==> src/design/dlp_pkg.sv <==
// Package for the DHCP lease pool: sizes, codes, entry layout and the
// command/status structs between controller and datapath. No dependencies.
package dlp_pkg;

    localparam int POOL_DEPTH = 1024;
    localparam int IDX_W      = $clog2(POOL_DEPTH);
    localparam int CNT_W      = IDX_W + 1;
    localparam int ADDR_W     = 5;

    localparam logic [1:0] ST_FREE     = 2'd0;
    localparam logic [1:0] ST_PENDING  = 2'd1;
    localparam logic [1:0] ST_OCCUPIED = 2'd2;
    localparam logic [1:0] ST_EXPIRED  = 2'd3;

    localparam logic [1:0] OP_DISCOVER = 2'd0;
    localparam logic [1:0] OP_REQUEST  = 2'd1;

    localparam logic [1:0] KIND_OFFER  = 2'd0;
    localparam logic [1:0] KIND_ACK    = 2'd1;
    localparam logic [1:0] KIND_REFUSE = 2'd2;

    localparam logic [2:0] REG_POOL_SIZE     = 3'd0;
    localparam logic [2:0] REG_DEFAULT_LEASE = 3'd1;
    localparam logic [2:0] REG_MAX_LEASE     = 3'd2;
    localparam logic [2:0] REG_MIN_LEASE     = 3'd3;
    localparam logic [2:0] REG_SERVER_ID     = 3'd4;

    typedef struct packed {
        logic [1:0]  status;
        logic [15:0] owner;
        logic [31:0] expiry;
    } t_entry;

    typedef struct packed {
        logic [CNT_W-1:0] pool_n;
        logic [31:0]      default_lease;
        logic [31:0]      max_lease;
        logic [31:0]      min_lease;
        logic [15:0]      server_id;
    } t_cfg;

    typedef struct packed {
        logic             clr;
        logic             rd;
        logic [IDX_W-1:0] idx;
        logic             proc;
        logic [IDX_W-1:0] pidx;
        logic             capture;
        logic             lease1;
        logic             lease2;
        logic             lease3;
        logic             fin;
    } t_cmd;

    typedef struct packed {
        logic out_free;
    } t_sts;

endpackage

==> src/design/dlp_ctrl.sv <==
// Sequencer: clearing pass, per-request pool scan, lease steps and finish.
// Depends on dlp_pkg.
module dlp_ctrl
    import dlp_pkg::*;
(
    input  logic i_clk,
    input  logic i_rst_n,
    input  t_cfg i_cfg,
    input  logic i_s_tvalid,
    input  t_sts i_sts,
    output logic o_s_tready,
    output t_cmd o_cmd
);

    localparam logic [2:0] S_CLR  = 3'd0;
    localparam logic [2:0] S_IDLE = 3'd1;
    localparam logic [2:0] S_SCAN = 3'd2;
    localparam logic [2:0] S_L1   = 3'd3;
    localparam logic [2:0] S_L2   = 3'd4;
    localparam logic [2:0] S_L3   = 3'd5;
    localparam logic [2:0] S_FIN  = 3'd6;

    logic [2:0]       r_state, n_state;
    logic [CNT_W-1:0] r_cnt, n_cnt;
    logic             r_pv;
    logic [IDX_W-1:0] r_pidx;

    always_comb begin
        n_state    = r_state;
        n_cnt      = r_cnt;
        o_s_tready = 1'b0;
        o_cmd      = '0;
        o_cmd.idx  = r_cnt[IDX_W-1:0];
        o_cmd.proc = r_pv;
        o_cmd.pidx = r_pidx;
        unique case (r_state)
            S_CLR: begin
                o_cmd.clr = 1'b1;
                n_cnt     = r_cnt + CNT_W'(1);
                if (r_cnt == CNT_W'(POOL_DEPTH - 1))
                    n_state = S_IDLE;
            end
            S_IDLE: begin
                o_s_tready    = 1'b1;
                o_cmd.capture = i_s_tvalid;
                n_cnt         = '0;
                if (i_s_tvalid)
                    n_state = S_SCAN;
            end
            S_SCAN: begin
                o_cmd.rd = r_cnt < i_cfg.pool_n;
                if (o_cmd.rd)
                    n_cnt = r_cnt + CNT_W'(1);
                else if (!r_pv)
                    n_state = S_L1;
            end
            S_L1: begin
                o_cmd.lease1 = 1'b1;
                n_state      = S_L2;
            end
            S_L2: begin
                o_cmd.lease2 = 1'b1;
                n_state      = S_L3;
            end
            S_L3: begin
                o_cmd.lease3 = 1'b1;
                n_state      = S_FIN;
            end
            S_FIN: begin
                if (i_sts.out_free) begin
                    o_cmd.fin = 1'b1;
                    n_state   = S_IDLE;
                end
            end
            default: n_state = S_IDLE;
        endcase
    end

    always_ff @(posedge i_clk) begin
        if (!i_rst_n) begin
            r_state <= S_CLR;
            r_cnt   <= '0;
            r_pv    <= 1'b0;
        end else begin
            r_state <= n_state;
            r_cnt   <= n_cnt;
            r_pv    <= o_cmd.rd;
        end
    end

    always_ff @(posedge i_clk) begin
        r_pidx <= r_cnt[IDX_W-1:0];
    end

endmodule

==> config.mk <==
export PLATFORM = sky130hd
export DESIGN_NAME = dlp_ctrl
export DESIGN_NICKNAME = d
export VERILOG_FILES = /design/src/design/dlp_pkg.sv /design/src/design/dlp_ctrl.sv
export SDC_FILE = /design/constraint.sdc
export NUM_CORES = 1
export LEC_CHECK = 0
export BUFFER_PORTS_ARGS = -buffer_cell sky130_fd_sc_hd__buf_2
export CAP_MARGIN = 40
export CORE_MARGIN = 3
export CORE_UTILIZATION = 29
export DETAILED_ROUTE_END_ITERATION = 8
export PLACE_DENSITY = 0.71
export SYNTH_ARGS = -nofsm -noshare
export SYNTH_HDL_FRONTEND = slang
export SYNTH_SLANG_ARGS = --single-unit
==> constraint.sdc <==
create_clock -name i_clk -period 4.07 [get_ports i_clk]
set_input_delay 0.814 -clock i_clk [delete_from_list [all_inputs] [get_ports i_clk]]
set_output_delay 0.814 -clock i_clk [all_outputs]
set_load 0.05 [all_outputs]
=== After elaboration in Yosys (flattened, before gate mapping) ===
Cells that the tools add are included.

* $add $sub $neg: 1
* $lt $le $gt $ge: 1
* Equality and inequality tests: 13
* Muxes and demuxes: 17
* Reductions and logical operators: 4

{| class="wikitable"
|+ Operators by type and width
! kind !! count
|-
| 11-bit case mux with 3 select lines || 1
|-
| 3-bit case mux with 7 select lines || 1
|-
| 3-bit 2-to-1 mux || 5
|-
| 2-bit != test (second input constant) || 6
|-
| 11-bit by 1-bit adder with 11-bit output (second input constant) || 1
|-
| 11-bit by 10-bit == test with 1-bit output (second input constant) || 1
|-
| 11-bit less-than comparator || 1
|-
| 11-bit 2-to-1 mux || 1
|-
| 3-bit == test (second input constant) || 3
|-
| 1-bit 2-to-1 mux || 9
|-
| 3-bit by 2-bit == test with 1-bit output (second input constant) || 2
|-
| 5-bit AND reduction || 1
|-
| 3-bit by 1-bit == test with 1-bit output (second input constant) || 1
|-
| 3-bit logical NOT || 1
|-
| 3-bit nonzero test || 1
|-
| 2-bit AND reduction || 1
|}

* Register bits after elaboration: 25
* Input port bits: 127
* Output and inout bits: 29
* Logic and storage cells: 40

=== Longest topological paths before layout ===
* Word-level depth: 3
* Depth in mapped cells: 9

=== Worst setup path after synthesis ===
No wires, ideal clock.

* Kind: input-to-output
* Start point: in i_cfg[120] in the netlist's numbering
* End point: out o_cmd[26] in the netlist's numbering
* Arrival: 2,289 ps
* Slack: 967 ps
* Stages on the path: 7
* Path buffers: 1
* Path through: inv_1 > ha_1 > a211o_1 > a2111oi_4 > o221ai_2 > inv_2 > buf_4

{| class="wikitable"
|+ RTL lines
! what !! RTL line !! text
|-
| from (decl) || dlp_ctrl.sv:8 || <nowiki>input t_cfg i_cfg,</nowiki>
|-
| to (decl) || dlp_ctrl.sv:12 || <nowiki>output t_cmd o_cmd</nowiki>
|}

==> impl_metrics.csv <==
group,metric,value,unit
worst_setup_path,crit_chain,"buf_2 -> inv_1 -> ha_1 -> a211o_1 -> a2111oi_4 -> o221ai_2 -> inv_2 -> buf_2",
floorplanning,start_util,30.6,%
cells_and_area,drive_gt1_share,26.1,%
floorplanning,coreArea,4820,um^2
placement,place_congestion,0.769,
synth,synthMuxAreaShare,0,%
cts,cts_buffer_depth,2,
synth,synth_edf_count,0,
timing,drv_slew,0,
placement,dp_cells,262,
cells_and_area,layout.cells.non_filler,266,
cts,cts_tree,"built",
worst_setup_path,required,3.26,ns
timing,worst_slack,0.591,ns
worst_setup_path,cp_common_cell,"buf_2",
cells_and_area,fin_nets,340,
synth,synth-compound-area-share,25.6,%
timing,hold_viol,0,
timing,timing.final.crit_share,85.5,%
synth,syn-num-nets,310,
worst_hold_path,hold_class,"reg2reg",
cells_and_area,mostFrequentLayoutCell,"buf_2",
cts,clock_latency,0.26,ns
grt,grt_pass1_vias,1181,
grt,grt_max_degree,16,
cts,cts-hold-fix-buffers,0,
floorplanning,die_w,77.4,um
detailed_routing,via_per_inst,5.11,
synth,async_flop_share,0,%
placement,numPortBuffers,43,
cells_and_area,syn_to_final_growth,15.6,%
outcome,status,"completed",
timing,clock.fmax,287,MHz
synth,synth_xor_area_share,0,%
synth,ys_ff_latch,25,
worst_setup_path,start_kind,"input pin",
synth,synth_top_family_by_area,"compound AO/OA/AOI/OAI gates",
detailed_routing,vias,1359,
floorplanning,boundaryPins,156,
grt,grt-ovfl-total,0,
synth,synthAdderAreaFrac,11.0,%
cells_and_area,fin_util,35.4,%
cts,post_cts_resized,0,
floorplanning,rows,25,
detailed_routing,wl_per_cell,13.0,um
timing,rsz0062_at_grt,"false",
cells_and_area,antennaDiodeCount,0,
timing,setup_violations,0,
worst_setup_path,critPathKind,"in2out",
grt,grt_pass1_wl,5700,um
detailed_routing,drc,0,
pwr,ir_drop,0.176,mV
worst_setup_path,cp_data_arrival_time,2.67,ns
cts,postCtsSetupBuffers,0,
worst_setup_path,slowest_delay,0.33,ns
synth,synth_cell_type_count,39,
synth,synth_top_flop_cell,"dfxtp_1",
job,maxCapViolCount,0,
cts,cts_buffers,3,
timing,fin_skew,0.00148,ns
grt,antenna_found_initial,0,
synth,synth_simple_gate_area_share,17.6,%
timing,period_minus_slack,3.48,ns
timing,finalSetupTns,0,ns
pwr,static-leakage-power,0.827,nW
placement,pre_cts_ws,0.584,ns
synth,syn_area,1480,um^2
pwr,p_per_area,262,nW/um^2
floorplanning,die_area,5980,um^2
synth,syn_inst,170,
worst_setup_path,cp_max_fo,15,
cts,clkSlewWorstSetupHoldPaths,0.08,ns
cells_and_area,layout_common_cells,"buf_2, dfxtp_1, inv_1",
floorplanning,die_h,77.4,um
cts,cts-root-buf,"clkbuf_8",
worst_setup_path,worstSetupEndpointType,"primary output",
detailed_routing,drt_iter0_markers,52,
cts,clock_sinks,25,
synth,ys_seq_area_share,33.9,%
timing,timing.slew.headroom,57.3,%
worst_setup_path,cp_slowest_cell,"a211o_1",
timing,worst_pin_slew,0.641,ns
detailed_routing,totalWireLength,3450,um
detailed_routing,drtAntennaViolNets,0,
synth,ys_warn_count,0,
detailed_routing,dr.pass1.iters,4,
synth,synth.avg_cell_area,8.68,um^2
placement,place.detailed.hpwl,2610,um
cts,cts_htree_levels,1,
grt,track_usage,11.3,%
worst_setup_path,r2r_slack,1.52,ns
## cell type report
type | instances | area (um^2)
Clock buffer | 3 | 41.3
Clock inverter | 1 | 5.00
Fill cell | 533 | 3110
Inverter | 16 | 60.1
Multi-Input combinational cell | 111 | 801
Sequential cell | 25 | 500
Tap cell | 67 | 83.8
Timing Repair Buffer | 43 | 215
## logic make-up after synthesis
| kind of cell | Yosys count |
|---|---|
| AO/OA/AOI/OAI | 50 |
| flip-flops | 25 |
| buffers and inverters | 34 |
| AND/OR/NAND/NOR | 48 |
| adder cells (fa/ha/maj) | 13 |
## worst max-delay path, delay by kind of cell
family          cells  cell delay (ns)
compound gates      3             0.90
buf+inv             4             0.66
fa+ha+maj           1             0.29
## flip-flops by register name, indices dropped and copies added (netlist names)
name and count:
r_cnt 11, r_pidx 10, r_state 3, r_pv 1
## synthesized netlist by cell type (all sizes together) (2+ instances only)
library cell	number	area share, %
o21ai	12	4.1
a21oi	6	2.0
buf	14	6.8
o21a	3	1.5
nand2b	2	1.4
o221ai	3	2.2
nor3	4	1.7
inv	16	4.1
a32o	7	4.7
nand4	3	1.3
or3	3	1.3
and3	5	2.1
nor2	10	2.5
nand3	5	1.7
ha	13	11
a31oi	2	0.85
o211ai	2	1.0
nand2	9	2.3
nor3b	3	1.5
o22ai	6	2.5
a211o	2	1.2
dfxtp	25	34
nor4	2	0.85
clkbuf	4	1.0
## through the flow
step | cell area (um^2) | total power (W) | hold WS (ns)
2_1_floorplan | 1480 | 0.000297 | 0.395
3_3_place_gp | 1660 | 0.000310 | 0.428
3_5_place_dp | 1660 | 0.000311 | 0.430
4_1_cts | 1710 | 0.000454 | 0.442
5_1_grt | 1710 | 0.000469 | 0.462
6_report | 1710 | 0.000448 | 0.442
## path summary, 6_finish.rpt
| path | from | endpoint | cells after the start |
|---|---|---|---|
| max | i_cfg[120] | o_cmd[26] | 8 |
| min | r_cnt[1]$_SDFFE_PN0P_ | r_pidx[1]$_DFF_P_ | 0 |
| max reg2reg | r_cnt[8]$_SDFFE_PN0P_ | r_cnt[2]$_SDFFE_PN0P_ | 6 |
| min reg2reg | r_cnt[1]$_SDFFE_PN0P_ | r_pidx[1]$_DFF_P_ | 0 |
## layer usage
metal / vias up / GRT usage [%] / share of wire (%)
met5: - / 0 / 0
met4: 0 / 0.712 / 0
met3: 0 / 3.25 / 7.0
met2: 54 / 16.8 / 43
met1: 629 / 16.8 / 50
li1: 676 / - / -
## power by group
part           internal (W)   total, W  switching [W]
clock             0.0000683   0.000143      0.0000746
combinational     0.0000165  0.0000508      0.0000343
sequential         0.000249   0.000254     0.00000459
total              0.000334   0.000448       0.000113
Note: power is estimated with default switching activity, not from simulation.
