$ cat src/design/dlp_pkg.sv
// Package for the DHCP lease pool: sizes, codes, entry layout and the
// command/status structs between controller and datapath. No dependencies.
package dlp_pkg;

    localparam int POOL_DEPTH = 1024;
    localparam int IDX_W      = $clog2(POOL_DEPTH);
    localparam int CNT_W      = IDX_W + 1;
    localparam int ADDR_W     = 5;

    localparam logic [1:0] ST_FREE     = 2'd0;
    localparam logic [1:0] ST_PENDING  = 2'd1;
    localparam logic [1:0] ST_OCCUPIED = 2'd2;
    localparam logic [1:0] ST_EXPIRED  = 2'd3;

    localparam logic [1:0] OP_DISCOVER = 2'd0;
    localparam logic [1:0] OP_REQUEST  = 2'd1;

    localparam logic [1:0] KIND_OFFER  = 2'd0;
    localparam logic [1:0] KIND_ACK    = 2'd1;
    localparam logic [1:0] KIND_REFUSE = 2'd2;

    localparam logic [2:0] REG_POOL_SIZE     = 3'd0;
    localparam logic [2:0] REG_DEFAULT_LEASE = 3'd1;
    localparam logic [2:0] REG_MAX_LEASE     = 3'd2;
    localparam logic [2:0] REG_MIN_LEASE     = 3'd3;
    localparam logic [2:0] REG_SERVER_ID     = 3'd4;

    typedef struct packed {
        logic [1:0]  status;
        logic [15:0] owner;
        logic [31:0] expiry;
    } t_entry;

    typedef struct packed {
        logic [CNT_W-1:0] pool_n;
        logic [31:0]      default_lease;
        logic [31:0]      max_lease;
        logic [31:0]      min_lease;
        logic [15:0]      server_id;
    } t_cfg;

    typedef struct packed {
        logic             clr;
        logic             rd;
        logic [IDX_W-1:0] idx;
        logic             proc;
        logic [IDX_W-1:0] pidx;
        logic             capture;
        logic             lease1;
        logic             lease2;
        logic             lease3;
        logic             fin;
    } t_cmd;

    typedef struct packed {
        logic out_free;
    } t_sts;

endpackage

$ cat src/design/dlp_cfg.sv
// APB register file for the lease pool settings.
// Depends on dlp_pkg.
module dlp_cfg
    import dlp_pkg::*;
(
    input  logic              i_clk,
    input  logic              i_rst_n,
    input  logic              psel,
    input  logic              penable,
    input  logic              pwrite,
    input  logic [ADDR_W-1:0] paddr,
    input  logic [31:0]       pwdata,
    output logic [31:0]       prdata,
    output logic              pready,
    output t_cfg              o_cfg
);

    logic [10:0] r_pool_size;
    logic [31:0] r_default_lease;
    logic [31:0] r_max_lease;
    logic [31:0] r_min_lease;
    logic [15:0] r_server_id;
    logic        wr;

    assign pready = 1'b1;
    assign wr     = psel & penable & pwrite;

    always_ff @(posedge i_clk) begin
        if (!i_rst_n) begin
            r_pool_size     <= 11'd1024;
            r_default_lease <= 32'd3600;
            r_max_lease     <= 32'd7200;
            r_min_lease     <= 32'd60;
            r_server_id     <= 16'd1;
        end else if (wr) begin
            unique case (paddr[4:2])
                REG_POOL_SIZE:     r_pool_size     <= pwdata[10:0];
                REG_DEFAULT_LEASE: r_default_lease <= pwdata;
                REG_MAX_LEASE:     r_max_lease     <= pwdata;
                REG_MIN_LEASE:     r_min_lease     <= pwdata;
                REG_SERVER_ID:     r_server_id     <= pwdata[15:0];
                default: ;
            endcase
        end
    end

    always_comb begin
        unique case (paddr[4:2])
            REG_POOL_SIZE:     prdata = {21'd0, r_pool_size};
            REG_DEFAULT_LEASE: prdata = r_default_lease;
            REG_MAX_LEASE:     prdata = r_max_lease;
            REG_MIN_LEASE:     prdata = r_min_lease;
            REG_SERVER_ID:     prdata = {16'd0, r_server_id};
            default:           prdata = 32'd0;
        endcase
    end

    // effective size clamped to 1..POOL_DEPTH
    always_comb begin
        if (r_pool_size == 11'd0)
            o_cfg.pool_n = CNT_W'(1);
        else if ({{CNT_W{1'b0}}, r_pool_size} > (CNT_W + 11)'(POOL_DEPTH))
            o_cfg.pool_n = CNT_W'(POOL_DEPTH);
        else
            o_cfg.pool_n = CNT_W'(r_pool_size);
        o_cfg.default_lease = r_default_lease;
        o_cfg.max_lease     = r_max_lease;
        o_cfg.min_lease     = r_min_lease;
        o_cfg.server_id     = r_server_id;
    end

endmodule

$ cat config.mk
export PLATFORM = sky130hd
export DESIGN_NAME = dlp_cfg
export DESIGN_NICKNAME = d
export VERILOG_FILES = /design/src/design/dlp_pkg.sv /design/src/design/dlp_cfg.sv
export SDC_FILE = /design/constraint.sdc
export NUM_CORES = 1
export LEC_CHECK = 0
export ABC_AREA = 1
export BUFFER_PORTS_ARGS = -buffer_cell sky130_fd_sc_hd__buf_2
export CORE_MARGIN = 2
export CORE_UTILIZATION = 30
export CTS_BUF_LIST = sky130_fd_sc_hd__clkbuf_2 sky130_fd_sc_hd__clkbuf_4 sky130_fd_sc_hd__clkbuf_8
export CTS_CLUSTER_DIAMETER = 200
export DETAILED_ROUTE_END_ITERATION = 7
export GPL_TIMING_DRIVEN = 0
export PLACE_DENSITY = 0.61
export SYNTH_ARGS = -nofsm -noshare
export SYNTH_HDL_FRONTEND = slang
export SYNTH_SLANG_ARGS = --single-unit
export TNS_END_PERCENT = 10
$ cat constraint.sdc
create_clock -name i_clk -period 1.2 [get_ports i_clk]
set_clock_uncertainty 0.15 [all_clocks]
set_input_delay 0 -clock i_clk [delete_from_list [all_inputs] [get_ports i_clk]]
set_output_delay 0 -clock i_clk [all_outputs]
set_load 0.005 [all_outputs]
== Word level (Yosys, flattened, before mapping) ==
Index checks and enable logic that the tools add are counted.
Operators by class
  $lt $le $gt $ge: 1
  eq/ne operators: 4
  mux-type cells: 3
  bitwise gates (word level): 2
  reductions and logical operators: 7
Operator list (count)
  $pmux W32 S5: 1
  $mux W11: 2
  $gt A11 B11 Y1 const B: 1
  $logic_not A11 Y1: 1
  $reduce_and A2 Y1: 5
  $eq A3 B2 Y1 const B: 2
  $eq A3 B1 Y1 const B: 1
  $eq A3 B3 Y1 const B: 1
  $logic_not A3 Y1: 1
  $and A1 B1 Y1: 2
Storage, ports and cells
  bits in registers: 123
  output and inout bits: 156

== Logic depth before layout (Yosys ltp) ==
  word-level depth: 3
  mapped depth: 8
  mapped depth without buffers: 7

== Least setup slack after synthesis ==
Ideal clock, no wire load.
  path kind: input port to flip-flop
  start: in paddr[4]
  end: reg r_min_lease[25]
  library setup time: 116 ps
  arrival time: 774 ps
  data required time: 934 ps
  slack: 161 ps
  stages: 7
  buffers on the path: 1
  path through: inv_2 -> nand3_1 -> nor2_4 -> inv_1 -> buf_6 -> nor2_1 -> nor2_1
On the way
  cells in the longest elaborated chain, start to end: 2
Ends and longest elaborated chain
  start, declared: line dlp_cfg.sv:11  | input logic [ADDR_W-1:0] paddr,
  $eq A3 B2 Y1: line dlp_cfg.sv:36  | unique case (paddr[4:2])
  $reduce_and A2 Y1 (no source line)
  end signal, assigned: line dlp_cfg.sv:40  | REG_MIN_LEASE: r_min_lease <= pwdata;
  end, declared: line dlp_cfg.sv:21  | logic [31:0] r_min_lease;
Every way passes these cells.
A chain may end at the register's enable or synchronous reset.

==> reports/qor.tcl <==
set qor(status) {finished with violations}
set qor(violations) {hold timing, setup timing}
set qor(clock_latency_ns) 0.44
set qor(ys_ff_latch) 123
set qor(cellInternalPower_mw) 6.81
set qor(setup_total_negative_slack_ns) -6.26
set qor(average_footprint_of_a_synthesized_cell_um2) 6.21
set qor(floorplan.io_pins) 198
set qor(synthesized_cell_area_um2) 5670
set qor(num-nets-final) 1207
set qor(wl_per_cell_um) 15.8
set qor(globalRoute.busiestLayer) {met2}
set qor(die_w_um) 141
set qor(dpl.cell_count) 1339
set qor(worst_pin_slew_ns) 0.721
set qor(groute.usage.overall_pct) 22.3
set qor(antenna_violations_before_repair) 1
set qor(switching_share_of_total_power_pct) 24.7
set qor(worstReg2RegEnd) {r_pool_size[0]}
set qor(fmax_ghz) 0.628
set qor(clk_pwr_share_pct) 44.2
set qor(mostFrequentLayoutCells) {nand2_1, nor2_1, buf_2, dfxtp_2, inv_1}
set qor(holdPathEnd) {r_pool_size[0]}
set qor(seqPwrFrac_pct) 46.3
set qor(initialDrtViolationCount) 309
set qor(syn_nets) 954
set qor(routed_wirelength_mm) 22.3
set qor(holdBufCountCts) 37
set qor(final.hold.worst_slack_ns) -0.0572
set qor(drcViolationCount) 0
set qor(max-slew-margin-rel_pct) 52.0
set qor(syn_inst) 912
set qor(first_pass_iters) 5
set qor(gr-total-overflow) 0
set qor(crit_arrival_ns) 1.44
set qor(vdd_ir_drop_max_uv) 673
set qor(power_switching_mw) 2.23
set qor(holdCritPathClass) {in -> reg}
set qor(ys_warn_count) 0
set qor(reg2reg_slack_ns) 0.29
set qor(crit_share_post_route_pct) 133
set qor(worstHoldPathCells) 6
set qor(use_met1_pct) 29.0
set qor(setup_viol) 30
set qor(met3_usage_pct) 6.04
set qor(final_hold_vio_count) 2
set qor(grt_pass1_wl_mm) 33.5
set qor(power.density_nw_per_um2) 1110
set qor(grt_pass1_vias) 5763
set qor(htree_num_levels) 4
set qor(fillCellCount) 1993
set qor(numCtsBuffers) 17
set qor(crit_fanout) 8
set qor(reg2reg_from) {r_pool_size[0]}
set qor(area.growth.synth_to_final_pct) 43.3
set qor(grt_use_met2_pct) 36.4
set qor(dr_total_vias) 6405
set qor(die_area_um2) 20000
set qor(yosysSeqAreaShare_pct) 43.5
set qor(setup_repair_after_global_routing_missed_its_margin) {true}
set qor(timing.critical_path.required_ns) 1.05
set qor(place.port_buffers) 193
set qor(synth.lib_cells_used.distinct) 16
set qor(die_y_um) 141
set qor(timing.critical_path.from_type) {flop}
set qor(worstRegToRegCells) 3
set qor(slew_viol_final) 0
set qor(finalCriticalPeriod_ns) 1.59
set qor(maxCapViolations) 0
set qor(placeable_core_region_um2) 18600
set qor(cts.path.max_buffers) 2
set qor(hold_path_startpoint) {penable}
set qor(share_comb_of_total_power_pct) 9.5
set qor(gp_congestion) 0.839
set qor(setup.worst_path.end_class) {output pin}
set qor(final_layout_size_suffix_gt1_share_pct) 32.5
set qor(final-instance-count-excl-fill) 1413
set qor(vias_per_cell) 4.53
set qor(finalWorstSetupSlack_ns) -0.393
set qor(timing_worst_setup_path_type) {reg -> out}
set qor(rows) 50
set qor(static-leakage-power_nw) 4.18
set qor(antenna_violating_nets_post_route) 0
set qor(dp_hpwl_mm) 15.7
set qor(most_common_library_cell_in_the_layout_ignoring_fill_and_taps) {nand2_1}
set qor(path_clk_slew_ns) 0.07
set qor(start_util_pct) 30.4
set qor(cts_root_buf) {clkbuf_8}
set qor(clock_tree_from_tritoncts) {done}
set qor(maximum_number_of_pins_on_one_net_before_global_route_repair) 17
set qor(clock-sinks) 123
==> critical path, stage by stage (launching register included) <==
cell	delay, ns
dfxtp_2	0.38
nor2_2	0.05
nand3_2	0.10
nor2_4	0.05
nor2_4	0.21
nor2_1	0.07
buf_2	0.13
==> timing repair <==
action | 4_1_cts | 5_1_grt
resized for setup | 96 | 70
pin swaps | 8 | 14
buffers inserted | 3 | 1
setup endpoints to repair | 43 | 75
endpoints found under the hold margin | 123 | 2
==> logic make-up after synthesis <==
kind of cell / synth area share, %
buf+inv: 9.65
flops: 43.5
other cells: 0.0662
simple gates: 43.2
compound gates: 3.62
==> power by group through the flow <==
stage,Combinational [mW],Sequential [mW],Clock (mW)
2_1_floorplan,0.358,4.27,0
3_3_place_gp,0.690,4.27,0
3_5_place_dp,0.693,4.27,0
4_1_cts,0.837,4.18,4.06
5_1_grt,0.947,4.19,4.27
6_report,0.858,4.18,4.00
==> layout make-up <==
class                           count  area (um^2)  share of cell area [%]
Sequential cell                   123         2560                    31.6
Clock inverter                      7          113                    1.39
Inverter                           78          305                    3.76
Multi-Input combinational cell    662         2810                    34.6
Timing Repair Buffer              234         1370                    16.9
Buffer                             49          347                    4.27
Clock buffer                       25          313                    3.85
Antenna cell                        1         2.50                  0.0308
Tap cell                          234          293                    3.61
==> synth_stat cells <==
cell type	instances	area, um^2
o21ai_0	41	205
nor2_1	255	957
nand4_1	5	31.3
inv_2	1	3.75
clkbuf_1	9	33.8
conb_1	1	3.75
nand3_2	3	30.0
buf_1	7	26.3
buf_2	26	130
nand3_1	47	235
dfxtp_1	123	2460
buf_4	4	30.0
nand2_1	306	1150
buf_6	3	33.8
inv_1	77	289
nor2_4	4	45.0
==> registers in the layout, indices dropped and copies added, names as in the netlist <==
signal and flops:
r_server_id 16, r_min_lease 32, r_max_lease 32, r_pool_size 11, r_default_lease 32
==> per-stage QoR <==
stage | setup WS (ns) | util (%) | power (mW) | area (um^2)
2_1_floorplan | 0.161 | - | 4.62 | 5670
3_3_place_gp | -0.565 | 37.1 | 4.96 | 6920
3_5_place_dp | -0.590 | 37.1 | 4.96 | 6920
4_1_cts | -0.414 | 42.6 | 9.08 | 7940
5_1_grt | -0.500 | 43.5 | 9.40 | 8120
6_report | -0.393 | 43.5 | 9.04 | 8120
==> how the worst max path moves through the flow <==
stage | start | endpoint | slack (ns) | cells after the start
2_1_floorplan | paddr[4] | r_min_lease[25] | 0.16 | 7
3_3_place_gp | paddr[4] | prdata[11] | -0.56 | 8
3_5_place_dp | paddr[4] | prdata[11] | -0.59 | 8
4_1_cts | r_pool_size[0] | o_cfg[118] | -0.41 | 6
5_1_grt | r_pool_size[8] | o_cfg[118] | -0.50 | 6
6_report | r_pool_size[9] | o_cfg[117] | -0.39 | 6
==> layer usage <==
layer	up-vias	wire length (um)
met1	2893	9820
met3	24	1780
met4	0	367
li1	3257	-
met2	231	10300
met5	-	0
Power figures use the tool's default switching activity.
